`src/rtl/core/fir_pkg.sv`:
```
// Shared types, widths and codes for the fixed-point FIR filter.
package fir_pkg;

    // Field widths fixed by the interface
    localparam int SAMPLE_W     = 16;
    localparam int COEF_W       = 32;
    localparam int COEF_INDEX_W = 6;
    localparam int NUM_TAPS_W   = 7;

    // Default tap storage and register reset value
    localparam int DEF_MAX_TAP_COUNT = 64;
    localparam logic [NUM_TAPS_W-1:0] NUM_TAPS_RESET = 7'd64;

    // Transaction mode codes
    localparam logic MODE_FILTER = 1'b0;
    localparam logic MODE_COEF   = 1'b1;

    // Sequencer states
    typedef enum logic [2:0] {
        ST_CLEAR,
        ST_IDLE,
        ST_RUN,
        ST_DRAIN1,
        ST_DRAIN2,
        ST_OUT
    } state_t;

    // Control from the sequencer to the multiply-accumulate datapath
    typedef struct packed {
        logic acc_clear;
        logic mul_valid;
        logic out_load;
        logic out_last;
    } fir_mac_ctrl_t;

endpackage

```
`src/rtl/core/fir_ram.sv`:
```
// Generic single-write, single-read RAM with registered read data.
module fir_ram #(
    parameter int WIDTH = 16,
    parameter int DEPTH = 64
) (
    input  logic                     clk,
    input  logic                     we,
    input  logic [$clog2(DEPTH)-1:0] waddr,
    input  logic [WIDTH-1:0]         wdata,
    input  logic [$clog2(DEPTH)-1:0] raddr,
    output logic [WIDTH-1:0]         rdata
);

    logic [WIDTH-1:0] mem [DEPTH];
    logic [WIDTH-1:0] rdata_reg;

    // Write port
    always_ff @(posedge clk)
    begin
        if (we)
        begin
            mem[waddr] <= wdata;
        end
    end

    // Registered read port
    always_ff @(posedge clk)
    begin
        rdata_reg <= mem[raddr];
    end

    assign rdata = rdata_reg;

endmodule

```
`src/rtl/core/fir_mac.sv`:
```
// Multiply-accumulate datapath: product, 1.31 truncation, accumulator, output register.
module fir_mac #(
    parameter int MAX_TAP_COUNT = fir_pkg::DEF_MAX_TAP_COUNT
) (
    input  logic                                clk,
    input  logic                                rst_n,
    input  fir_pkg::fir_mac_ctrl_t              ctrl,
    input  logic signed [fir_pkg::COEF_W-1:0]   tap_coef,
    input  logic signed [fir_pkg::SAMPLE_W-1:0] tap_sample,
    output logic                                out_free,
    output logic                                out_valid,
    input  logic                                out_ready,
    output logic signed [fir_pkg::SAMPLE_W-1:0] sample_out,
    output logic                                block_last
);

    localparam int PROD_W = fir_pkg::COEF_W + fir_pkg::SAMPLE_W;
    localparam int SH_W   = PROD_W - 15;
    localparam int ACC_W  = fir_pkg::COEF_W + $clog2(MAX_TAP_COUNT);
    localparam int HI_W   = ACC_W - 31;

    logic signed [PROD_W-1:0]            prod_reg;
    logic                                prod_valid_reg;
    logic signed [ACC_W-1:0]             acc_reg;
    logic signed [SH_W-1:0]              prod_sh;
    logic signed [fir_pkg::COEF_W-1:0]   term;
    logic [HI_W-1:0]                     acc_hi;
    logic signed [fir_pkg::SAMPLE_W-1:0] y_sat;
    logic                                out_valid_reg;
    logic signed [fir_pkg::SAMPLE_W-1:0] sample_out_reg;
    logic                                block_last_reg;

    // Register the coefficient times sample product
    always_ff @(posedge clk or negedge rst_n)
    begin
        if (!rst_n)
        begin
            prod_valid_reg <= 1'b0;
        end
        else
        begin
            prod_valid_reg <= ctrl.mul_valid;
        end
    end

    always_ff @(posedge clk)
    begin
        if (ctrl.mul_valid)
        begin
            prod_reg <= tap_coef * tap_sample;
        end
    end

    // Truncate to 1.31 (floor); only minus one squared overflows, clip it
    always_comb
    begin
        prod_sh = SH_W'(prod_reg >>> 15);
        if (!prod_sh[SH_W-1] && prod_sh[fir_pkg::COEF_W-1])
        begin
            term = {1'b0, {(fir_pkg::COEF_W-1){1'b1}}};
        end
        else
        begin
            term = prod_sh[fir_pkg::COEF_W-1:0];
        end
    end

    // Accumulate in 7.31 (default MAX_TAP_COUNT)
    always_ff @(posedge clk)
    begin
        if (ctrl.acc_clear)
        begin
            acc_reg <= '0;
        end
        else if (prod_valid_reg)
        begin
            acc_reg <= acc_reg + {{(ACC_W-fir_pkg::COEF_W){term[fir_pkg::COEF_W-1]}}, term};
        end
    end

    // Truncate to 1.15 and saturate
    always_comb
    begin
        acc_hi = acc_reg[ACC_W-1:31];
        if ((&acc_hi) || !(|acc_hi))
        begin
            y_sat = acc_reg[31:16];
        end
        else if (acc_hi[HI_W-1])
        begin
            y_sat = {1'b1, {(fir_pkg::SAMPLE_W-1){1'b0}}};
        end
        else
        begin
            y_sat = {1'b0, {(fir_pkg::SAMPLE_W-1){1'b1}}};
        end
    end

    // Hold the result until the output transaction completes
    always_ff @(posedge clk or negedge rst_n)
    begin
        if (!rst_n)
        begin
            out_valid_reg <= 1'b0;
        end
        else if (ctrl.out_load)
        begin
            out_valid_reg <= 1'b1;
        end
        else if (out_ready)
        begin
            out_valid_reg <= 1'b0;
        end
    end

    always_ff @(posedge clk)
    begin
        if (ctrl.out_load)
        begin
            sample_out_reg <= y_sat;
            block_last_reg <= ctrl.out_last;
        end
    end

    assign out_free   = !out_valid_reg || out_ready;
    assign out_valid  = out_valid_reg;
    assign sample_out = sample_out_reg;
    assign block_last = block_last_reg;

endmodule

```
`src/rtl/core/fir_ctrl.sv`:
```
// Sequencer: clearing pass, coefficient writes, tap walk with in-memory history shift.
module fir_ctrl #(
    parameter int MAX_TAP_COUNT = fir_pkg::DEF_MAX_TAP_COUNT
) (
    input  logic                                    clk,
    input  logic                                    rst_n,
    input  logic                                    cfg_we,
    input  logic [fir_pkg::NUM_TAPS_W-1:0]          cfg_wdata,
    input  logic                                    in_valid,
    output logic                                    in_ready,
    input  logic                                    mode,
    input  logic signed [fir_pkg::SAMPLE_W-1:0]     sample_in,
    input  logic [fir_pkg::COEF_INDEX_W-1:0]        coef_index,
    input  logic signed [fir_pkg::COEF_W-1:0]       coef_value,
    input  logic                                    block_end,
    output logic                                    hist_we,
    output logic [$clog2(MAX_TAP_COUNT)-1:0]        hist_waddr,
    output logic [fir_pkg::SAMPLE_W-1:0]            hist_wdata,
    output logic [$clog2(MAX_TAP_COUNT)-1:0]        hist_raddr,
    input  logic [fir_pkg::SAMPLE_W-1:0]            hist_rdata,
    output logic                                    coef_we,
    output logic [$clog2(MAX_TAP_COUNT)-1:0]        coef_waddr,
    output logic [fir_pkg::COEF_W-1:0]              coef_wdata,
    output logic [$clog2(MAX_TAP_COUNT)-1:0]        coef_raddr,
    output logic signed [fir_pkg::SAMPLE_W-1:0]     tap_sample,
    output fir_pkg::fir_mac_ctrl_t                  mac_ctrl,
    input  logic                                    out_free
);

    localparam int AW    = $clog2(MAX_TAP_COUNT);
    localparam int CNT_W = $clog2(MAX_TAP_COUNT + 1);
    localparam int CMP_W = (CNT_W > fir_pkg::NUM_TAPS_W) ? CNT_W : fir_pkg::NUM_TAPS_W;

    fir_pkg::state_t                     state_reg, state_next;
    logic [fir_pkg::NUM_TAPS_W-1:0]      num_taps_reg;
    logic [AW-1:0]                       k_reg;
    logic [AW-1:0]                       clr_cnt_reg;
    logic signed [fir_pkg::SAMPLE_W-1:0] sample_reg;
    logic                                last_reg;
    logic                                s1_valid_reg;
    logic                                s1_zero_reg;
    logic [AW-1:0]                       s1_addr_reg;

    logic [CMP_W-1:0] taps_wide;
    logic [CMP_W-1:0] eff_wide;
    logic [CNT_W-1:0] eff_taps;
    logic             clearing;
    logic             issue;
    logic             sample_accept;
    logic             coef_accept;
    logic             clear_done;
    logic             k_zero;

    // Clamp the tap count to 1..MAX_TAP_COUNT
    always_comb
    begin
        taps_wide = CMP_W'(num_taps_reg);
        if (taps_wide == '0)
        begin
            eff_wide = CMP_W'(1);
        end
        else if (taps_wide > CMP_W'(MAX_TAP_COUNT))
        begin
            eff_wide = CMP_W'(MAX_TAP_COUNT);
        end
        else
        begin
            eff_wide = taps_wide;
        end
        eff_taps = eff_wide[CNT_W-1:0];
    end

    assign clear_done = (clr_cnt_reg == AW'(MAX_TAP_COUNT - 1));
    assign k_zero     = (k_reg == '0);

    // Next state
    always_comb
    begin
        state_next = state_reg;
        case (state_reg)
            fir_pkg::ST_CLEAR:
            begin
                if (clear_done)
                begin
                    state_next = fir_pkg::ST_IDLE;
                end
            end
            fir_pkg::ST_IDLE:
            begin
                if (in_valid && (mode == fir_pkg::MODE_FILTER))
                begin
                    state_next = fir_pkg::ST_RUN;
                end
            end
            fir_pkg::ST_RUN:
            begin
                if (k_zero)
                begin
                    state_next = fir_pkg::ST_DRAIN1;
                end
            end
            fir_pkg::ST_DRAIN1:
            begin
                state_next = fir_pkg::ST_DRAIN2;
            end
            fir_pkg::ST_DRAIN2:
            begin
                state_next = fir_pkg::ST_OUT;
            end
            fir_pkg::ST_OUT:
            begin
                if (out_free)
                begin
                    state_next = fir_pkg::ST_IDLE;
                end
            end
            default:
            begin
                state_next = fir_pkg::ST_CLEAR;
            end
        endcase
    end

    // State outputs
    always_comb
    begin
        in_ready = 1'b0;
        clearing = 1'b0;
        issue    = 1'b0;
        mac_ctrl = '0;
        case (state_reg)
            fir_pkg::ST_CLEAR:
            begin
                clearing = 1'b1;
            end
            fir_pkg::ST_IDLE:
            begin
                in_ready = 1'b1;
            end
            fir_pkg::ST_RUN:
            begin
                issue = 1'b1;
            end
            fir_pkg::ST_OUT:
            begin
                mac_ctrl.out_load = out_free;
            end
            default:
            begin
                in_ready = 1'b0;
            end
        endcase
        sample_accept      = in_valid && in_ready && (mode == fir_pkg::MODE_FILTER);
        coef_accept        = in_valid && in_ready && (mode == fir_pkg::MODE_COEF)
                             && (CMP_W'(coef_index) < eff_wide);
        mac_ctrl.acc_clear = sample_accept;
        mac_ctrl.mul_valid = s1_valid_reg;
        mac_ctrl.out_last  = last_reg;
    end

    // Control registers
    always_ff @(posedge clk or negedge rst_n)
    begin
        if (!rst_n)
        begin
            state_reg    <= fir_pkg::ST_CLEAR;
            num_taps_reg <= fir_pkg::NUM_TAPS_RESET;
            clr_cnt_reg  <= '0;
            k_reg        <= '0;
            s1_valid_reg <= 1'b0;
        end
        else
        begin
            state_reg    <= state_next;
            s1_valid_reg <= issue;
            if (cfg_we)
            begin
                num_taps_reg <= cfg_wdata;
            end
            if (clearing)
            begin
                clr_cnt_reg <= clr_cnt_reg + AW'(1);
            end
            if (sample_accept)
            begin
                k_reg <= AW'(eff_taps - CNT_W'(1));
            end
            else if (issue && !k_zero)
            begin
                k_reg <= k_reg - AW'(1);
            end
        end
    end

    // Capture the sample and track the tap in flight
    always_ff @(posedge clk)
    begin
        if (sample_accept)
        begin
            sample_reg <= sample_in;
            last_reg   <= block_end;
        end
        s1_zero_reg <= k_zero;
        s1_addr_reg <= k_reg;
    end

    // Walk taps from oldest to newest: read entry k-1, write it back at k
    assign hist_raddr = k_reg - AW'(1);
    assign coef_raddr = k_reg;
    assign tap_sample = s1_zero_reg ? sample_reg : $signed(hist_rdata);

    assign hist_we    = clearing || s1_valid_reg;
    assign hist_waddr = clearing ? clr_cnt_reg : s1_addr_reg;
    assign hist_wdata = clearing ? '0 : tap_sample;

    // Coefficient store: zero during clearing, else the accepted write
    assign coef_we    = clearing || coef_accept;
    assign coef_waddr = clearing ? clr_cnt_reg : AW'(coef_index);
    assign coef_wdata = clearing ? '0 : coef_value;

endmodule

```
`src/rtl/core/fir_filter_fixed_point.sv`:
```
// Top level of the programmable-length direct-form fixed-point FIR filter.
//
//  Channel  Handshake              Payload
//  in       in_valid / in_ready    mode, sample_in, coef_index, coef_value, block_end
//  out      out_valid / out_ready  sample_out, block_last
//  cfg      cfg_we (no wait)       cfg_wdata = num_taps
//
// A sample transaction runs through the N active taps, N being the active tap count:
// one tap per cycle through the single read port of each memory and the shared
// multiplier, then the drain states ST_DRAIN1 and ST_DRAIN2 and the output state ST_OUT.
// A coefficient transaction is accepted in ST_IDLE, and the sequencer stays there.
// After reset a clearing pass zeroes both memories, with in_ready low. A stalled output
// holds the result while transactions are still accepted; the next result waits in ST_OUT.
module fir_filter_fixed_point #(
    parameter int MAX_TAP_COUNT = fir_pkg::DEF_MAX_TAP_COUNT
) (
    input  logic                                clk,
    input  logic                                rst_n,
    input  logic                                cfg_we,
    input  logic [fir_pkg::NUM_TAPS_W-1:0]      cfg_wdata,
    input  logic                                in_valid,
    output logic                                in_ready,
    input  logic                                mode,
    input  logic signed [fir_pkg::SAMPLE_W-1:0] sample_in,
    input  logic [fir_pkg::COEF_INDEX_W-1:0]    coef_index,
    input  logic signed [fir_pkg::COEF_W-1:0]   coef_value,
    input  logic                                block_end,
    output logic                                out_valid,
    input  logic                                out_ready,
    output logic signed [fir_pkg::SAMPLE_W-1:0] sample_out,
    output logic                                block_last
);

    localparam int AW = $clog2(MAX_TAP_COUNT);

    logic                                hist_we;
    logic [AW-1:0]                       hist_waddr;
    logic [fir_pkg::SAMPLE_W-1:0]        hist_wdata;
    logic [AW-1:0]                       hist_raddr;
    logic [fir_pkg::SAMPLE_W-1:0]        hist_rdata;
    logic                                coef_we;
    logic [AW-1:0]                       coef_waddr;
    logic [fir_pkg::COEF_W-1:0]          coef_wdata;
    logic [AW-1:0]                       coef_raddr;
    logic [fir_pkg::COEF_W-1:0]          coef_rdata;
    logic signed [fir_pkg::SAMPLE_W-1:0] tap_sample;
    fir_pkg::fir_mac_ctrl_t              mac_ctrl;
    logic                                out_free;

    // Sequencer
    fir_ctrl #(
        .MAX_TAP_COUNT(MAX_TAP_COUNT)
    ) u_ctrl (
        .clk        (clk),
        .rst_n      (rst_n),
        .cfg_we     (cfg_we),
        .cfg_wdata  (cfg_wdata),
        .in_valid   (in_valid),
        .in_ready   (in_ready),
        .mode       (mode),
        .sample_in  (sample_in),
        .coef_index (coef_index),
        .coef_value (coef_value),
        .block_end  (block_end),
        .hist_we    (hist_we),
        .hist_waddr (hist_waddr),
        .hist_wdata (hist_wdata),
        .hist_raddr (hist_raddr),
        .hist_rdata (hist_rdata),
        .coef_we    (coef_we),
        .coef_waddr (coef_waddr),
        .coef_wdata (coef_wdata),
        .coef_raddr (coef_raddr),
        .tap_sample (tap_sample),
        .mac_ctrl   (mac_ctrl),
        .out_free   (out_free)
    );

    // Sample history (delay line)
    fir_ram #(
        .WIDTH(fir_pkg::SAMPLE_W),
        .DEPTH(MAX_TAP_COUNT)
    ) u_hist_ram (
        .clk   (clk),
        .we    (hist_we),
        .waddr (hist_waddr),
        .wdata (hist_wdata),
        .raddr (hist_raddr),
        .rdata (hist_rdata)
    );

    // Tap weights
    fir_ram #(
        .WIDTH(fir_pkg::COEF_W),
        .DEPTH(MAX_TAP_COUNT)
    ) u_coef_ram (
        .clk   (clk),
        .we    (coef_we),
        .waddr (coef_waddr),
        .wdata (coef_wdata),
        .raddr (coef_raddr),
        .rdata (coef_rdata)
    );

    // Multiply-accumulate and output register
    fir_mac #(
        .MAX_TAP_COUNT(MAX_TAP_COUNT)
    ) u_mac (
        .clk        (clk),
        .rst_n      (rst_n),
        .ctrl       (mac_ctrl),
        .tap_coef   ($signed(coef_rdata)),
        .tap_sample (tap_sample),
        .out_free   (out_free),
        .out_valid  (out_valid),
        .out_ready  (out_ready),
        .sample_out (sample_out),
        .block_last (block_last)
    );

endmodule

```
`config.mk`:
```
export PLATFORM = sky130hd
export DESIGN_NAME = fir_filter_fixed_point
export DESIGN_NICKNAME = d
export VERILOG_FILES = /design/src/rtl/core/fir_pkg.sv /design/src/rtl/core/fir_ram.sv /design/src/rtl/core/fir_mac.sv /design/src/rtl/core/fir_ctrl.sv /design/src/rtl/core/fir_filter_fixed_point.sv
export SDC_FILE = /design/constraint.sdc
export NUM_CORES = 2
export LEC_CHECK = 0
export BUFFER_PORTS_ARGS = -buffer_cell sky130_fd_sc_hd__buf_2
export CAP_MARGIN = 10
export CORE_ASPECT_RATIO = 1.4
export CORE_MARGIN = 2
export CORE_UTILIZATION = 40
export CTS_CLUSTER_SIZE = 28
export DETAILED_ROUTE_END_ITERATION = 12
export PLACE_DENSITY = 0.66
export SETUP_SLACK_MARGIN = 0.2
export SLEW_MARGIN = 20
export SYNTH_ARGS = -nofsm -noshare
export SYNTH_HDL_FRONTEND = slang
export SYNTH_SLANG_ARGS = --single-unit
```
`constraint.sdc`:
```
create_clock -name clk -period 16.2 [get_ports clk]
set_input_delay 2.43 -clock clk [delete_from_list [all_inputs] [get_ports clk]]
set_output_delay 2.43 -clock clk [all_outputs]
set_load 0.005 [all_outputs]
```
## After elaboration in Yosys (flattened, before gate mapping)

Memories as Yosys holds them, arrays and structs flattened. A register that Yosys moved wholly into a read port is not among the register bits.
Cells that the tools add are included.

- Add/subtract/negate cells: 4
- Multiply operators: 1
- Magnitude comparators: 2
- Equal/unequal tests: 10
- Mux-type cells: 27
- Bitwise logic cells: 1
- Reduce and logical (&&, ||, !) cells: 23

Operators with widths:

| kind | count |
|---|---|
| two-way mux 16 bit | 4 |
| two-way mux 32 bit | 2 |
| multiplier 32 x 16 -> 48 bit | 1 |
| adder 38 bit | 1 |
| two-way mux 6 bit | 4 |
| case mux 3 bit (6 select lines) | 1 |
| two-way mux 7 bit | 2 |
| two-way mux 3 bit | 4 |
| subtractor 6 x 1 -> 6 bit (second input constant) | 2 |
| two-way mux 1 bit | 10 |
| inequality test 2 x 1 -> 1 bit (second input constant) | 4 |
| greater-than comparator 7 bit (second input constant) | 1 |
| logical AND 1 bit | 7 |
| zero test 7 bit | 1 |
| less-than comparator 6 x 7 -> 1 bit | 1 |
| AND reduction 7 bit | 1 |
| OR reduction 7 bit | 1 |
| adder 6 x 1 -> 6 bit (second input constant) | 1 |
| equality test 3 x 2 -> 1 bit (second input constant) | 2 |
| equality test 3 bit (second input constant) | 2 |
| equality test 6 bit (second input constant) | 1 |
| zero test 6 bit | 1 |
| zero test 1 bit | 4 |
| logical OR 1 bit | 4 |
| other kinds (5) | 6 |

- Flip-flop bits (word level): 152
- Bits in writable memories: 3072
- Bits of input ports: 68
- Output and inout port bits: 19
- Logic and storage cells: 85
- Memories: 2

Memory list:

| memory | depth | bits a word | read ports | clocked after Yosys merged registers in | wr ports | RTL line | source |
|---|---|---|---|---|---|---|---|
| u_coef_ram.mem | 64 | 32 | 1 | 1 | 1 | fir_ram.sv:14 | `logic [WIDTH-1:0] mem [DEPTH];` |
| u_hist_ram.mem | 64 | 16 | 1 | 1 | 1 | fir_ram.sv:14 |  |

## Depth between registers and ports, before layout

- Depth in word-level cells: 8
- Gate-level depth with buffers: 28
- Depth with buffers taken out: 25

## Hierarchy

A second synthesis with hierarchy kept.

- Cells, all modules: 7940
- Area total of the unflattened synthesis: 144004.4 um2

By module, submodules not included:

| module | instances | cells an instance | area each (um2) | sequential area each (um2) |
|---|---|---|---|---|
| fir_ram at u_coef_ram | 1 | 3324 | 78515.3 | 62139.6 |
| fir_ram at u_hist_ram | 1 | 1829 | 40042.2 | 31069.8 |
| fir_mac | 1 | 2506 | 22691.8 | 2312.2 |
| fir_ctrl | 1 | 281 | 2755.1 | 1227.4 |

## Least setup slack after synthesis

OpenSTA, ideal clock, no wires.

- Kind: register to register
- From: register u_ctrl.s1_zero_reg
- To: register u_mac.prod_reg[45] (data pin)
- Setup time: 258 ps
- Arrival: 6928 ps
- Data required time: 15942 ps
- Path slack: 9014 ps
- Cell stages (with the launch flop): 27
- Period minus slack after synthesis: 7186 ps
- Cells stage by stage: dfxtp_1 -> buf_2 -> buf_1 -> mux2_2 -> clkbuf_1 -> nand2_1 -> fa_1 -> inv_1 -> fa_1 -> inv_1 -> fa_1 -> inv_1 -> fa_1 -> fa_1 -> inv_1 -> fa_1 -> inv_1 -> ha_1 -> a21oi_2 -> o211ai_1 -> a221o_1 -> a221oi_2 -> a311oi_2 -> o2111ai_2 -> a31oi_2 -> a311o_1 -> xor2_1

- Longest elaborated chain between the ends: 2

RTL lines:

| element | RTL line | source |
|---|---|---|
| from (decl) | fir_ctrl.sv:41 | `logic s1_zero_reg;` |
| from (signal assigned) | fir_ctrl.sv:203 | `s1_zero_reg <= k_zero;` |
| two-way mux 16 bit | fir_ctrl.sv:210 | `assign tap_sample = s1_zero_reg ? sample_reg : $signed(hist_rdata);` |
| multiplier 32 x 16 -> 48 bit | fir_mac.sv:50 | `prod_reg <= tap_coef * tap_sample;` |
| to (signal assigned) | fir_mac.sv:50 |  |
| to (decl) | fir_mac.sv:22 | `logic signed [PROD_W-1:0] prod_reg;` |

No other way between the ends.
A chain may end at the register's enable or synchronous reset.

## Worst setup path after layout

- From: register u_ctrl.s1_zero_reg
- To: register u_mac.prod_reg[41] (data pin)

The elaborated chain is that of the path after synthesis.

==> reports/qor.yml <==
setup_path:
  worst-setup-path-type: "flip-flop to flip-flop"
  cp_slowest_stage_delay_ps: 970
  critPathCaptureType: "flip-flop"
  reg2reg_slack_ps: 7980
  critical_path_arrival_ps: 8830
  cp_top_family: "adder cells"
  path_buf_inv: 3
  crit_top_cell: "fa_1"
  path_max_fanout: 33
  crit_required_ps: 16810
  crit_chain: "mux2_2, nand2_1, fa_1, inv_1, fa_1, fa_1, fa_1, fa_1, inv_1, fa_1, inv_1, ha_1, nand3_1, or4_1, a21oi_2, o211ai_2, a311oi_2, o21ai_1, and2_1, o221ai_2, a21oi_1, xnor2_1"
  cp-start-kind: "flip-flop"
  cpMaxStageDelayCell: "mux2_2"
grt:
  grt_first_pass_wirelength_mm: 500.0
  grt_pass1_vias: 73820
  grtUsageTotal_pct: 18.78
  antenna_found_initial: 34
  overflow: 0
  grt_start_max_net_pins: 156
die:
  core-area_um2: 355200
  row_count: 259
  die_w_um: 508.7
  die-area_um2: 361500
  die_y_um: 710.6
  initial_core_util_pct: 40.16
  ios: 87
routing:
  first_iter_violations: 6813
  drt-total-wl_mm: 339.4
  wl_per_cell_um: 27.26
  via_count: 69250
  drc_errors: 0
  avgViaCountPerCell: 5.561
  first_pass_iters: 6
  ant_nets: 0
placement:
  dp_hpwl_mm: 207.9
  gp_congestion: 0.8535
  port-buffer-count: 86
timing:
  fin_skew_ps: 99.72
  period_share_pct: 50.73
  setup_violations: 0
  hold_viol_final: 0
  fin_setup_tns_ps: 0
  tightestPinTransition_ps: 1170
  grt_setup_unrepaired: "no"
  final_max_slew_viol_count: 0
  fmax_mhz: 121.7
  fin_crit_ps: 8218
  maxSlewHeadroom_pct: 21.98
clock_network:
  htreeDepth: 5
  cts_buffers: 311
  clk_pin_slew_ps: 60
  clockBufferDepth: 4
  cts_resized: 0
  clock-sinks: 3257
  cts_setup_buffers: 0
  cts_root_buffer: "clkbuf_16"
  clk_latency_ps: 880
  holdBufCountCts: 0
  cts_tree: "built"
layout:
  layout_common_cells: "edfxtp_1 (3139), mux4_2 (1008), inv_1 (559)"
  nNetsFinal: 8221
  syn2layout_area_growth_pct: 11.69
  largest_register_ffs: 2048
  drive_gt1_share_pct: 24.46
  final_common_cell: "edfxtp_1"
synthesis:
  yosys-top-cells-area: "edfxtp_1 (66%), mux4_2 (16%), fa_1 (6.8%)"
  yosysWarnings: 0
  syn_inst: 7263
  synth_top_area_cell: "edfxtp_1"
  synth_flop_cell: "edfxtp_1"
  syn_area_um2: 142600
  syn_avg_cell_area_um2: 19.64
  yosysSeqAreaShare_pct: 67.83
  synth_edf_count: 3139
  synth.top_cell.area_share_pct: 66.08
  synth.distinct_cells: 77
  synth-seq-cells: 3257
  synth_nets: 7973
  synth-async-reset-ratio_pct: 0.7676
run_status:
  outcome: "finished, final reports clean"
job:
  drv_cap: 0
min_path:
  hp-class: "flip-flop to flip-flop"
## routing by layer
layer	GRT usage, %	part of all wire (%)	vias to the layer above
li1	-	-	28640
met1	23.38	38	37450
met2	33.49	53	2533
met3	3.132	6.8	610
met4	5.614	3.0	22
met5	0	0.038	-
## area by class of cell
cell class              instances  area (um2)
diodes                         11       27.53
fillers                     29960      195800
clock inverters               163        1239
multi-input cells            3099       43130
flip-flops and latches       3257       96770
repair buffers                282        1939
well taps                    4698        5878
clock buffers                 383        8233
inverters                     560        2102
## path summary, 6_finish.rpt
check                              startpoint                      to  cells after the start
max                        u_ctrl.s1_zero_reg      u_mac.prod_reg[41]                     22
min                           u_ctrl.last_reg        u_mac.block_last                      0
max reg2reg                u_ctrl.s1_zero_reg      u_mac.prod_reg[41]                     22
min reg2reg                   u_ctrl.last_reg        u_mac.block_last                      0
max in group asynchronous               rst_n    u_ctrl.coef_raddr[2]                      1
min in group asynchronous               rst_n  u_ctrl.num_taps_reg[1]                      1
## cell families after synthesis
group / after synthesis / share of synthesized area (%)
AOI/OAI and AO/OA: 241 / 1.129
xor gates and xnor gates: 88 / 0.5403
adders and majority gates: 642 / 8.189
buffers and inverters: 907 / 2.442
DFF: 3257 / 67.83
muxes: 1061 / 16.31
and+or+nand+nor: 1067 / 3.567
## metrics by stage
step                hold WS, ps  utilization [%]  setup WS [ps]  cells  area, um2
global placement          401.7            42.17           8066  11900     149800
global route              439.4            44.85           7600  12440     159300
finish                    422.5            44.86           7982  12450     159300
detailed placement        411.6            42.17           7944  11900     149800
floorplan                 342.2                -           9014   7263     142600
CTS                       426.0            44.84           7935  12440     159200
## Yosys cell counts, types with 3 or more instances
cell      count
o21ai_0      62
a21oi_1      60
o31ai_1       7
edfxtp_1   3139
nor3_1       19
and2_1      222
inv_1       560
a21o_1       24
mux4_2     1008
or2_2        11
o21bai_1      4
and3_1        6
dfrtp_1      24
nand4_1       5
a31o_2        3
nand3b_1     17
a41oi_1       3
o22ai_1       4
a31oi_1       8
nand2b_1     50
xor2_1       31
mux2i_1      33
nor2_1      236
and4_1        3
mux2_2       19
buf_1        35
o31a_1        3
a41o_1        3
o21a_1       13
dfxtp_1      93
nor4_1        4
buf_2        55
a21oi_2       4
nor2b_1      48
o211ai_1      7
xnor2_1      57
clkbuf_1    253
ha_1        156
or3_1        11
nand3_1      31
nand2_1     395
a211oi_1      7
fa_1        486
Power is not shown: default switching activity piles up to over one toggle a cycle in this logic, so the estimate is an artifact.
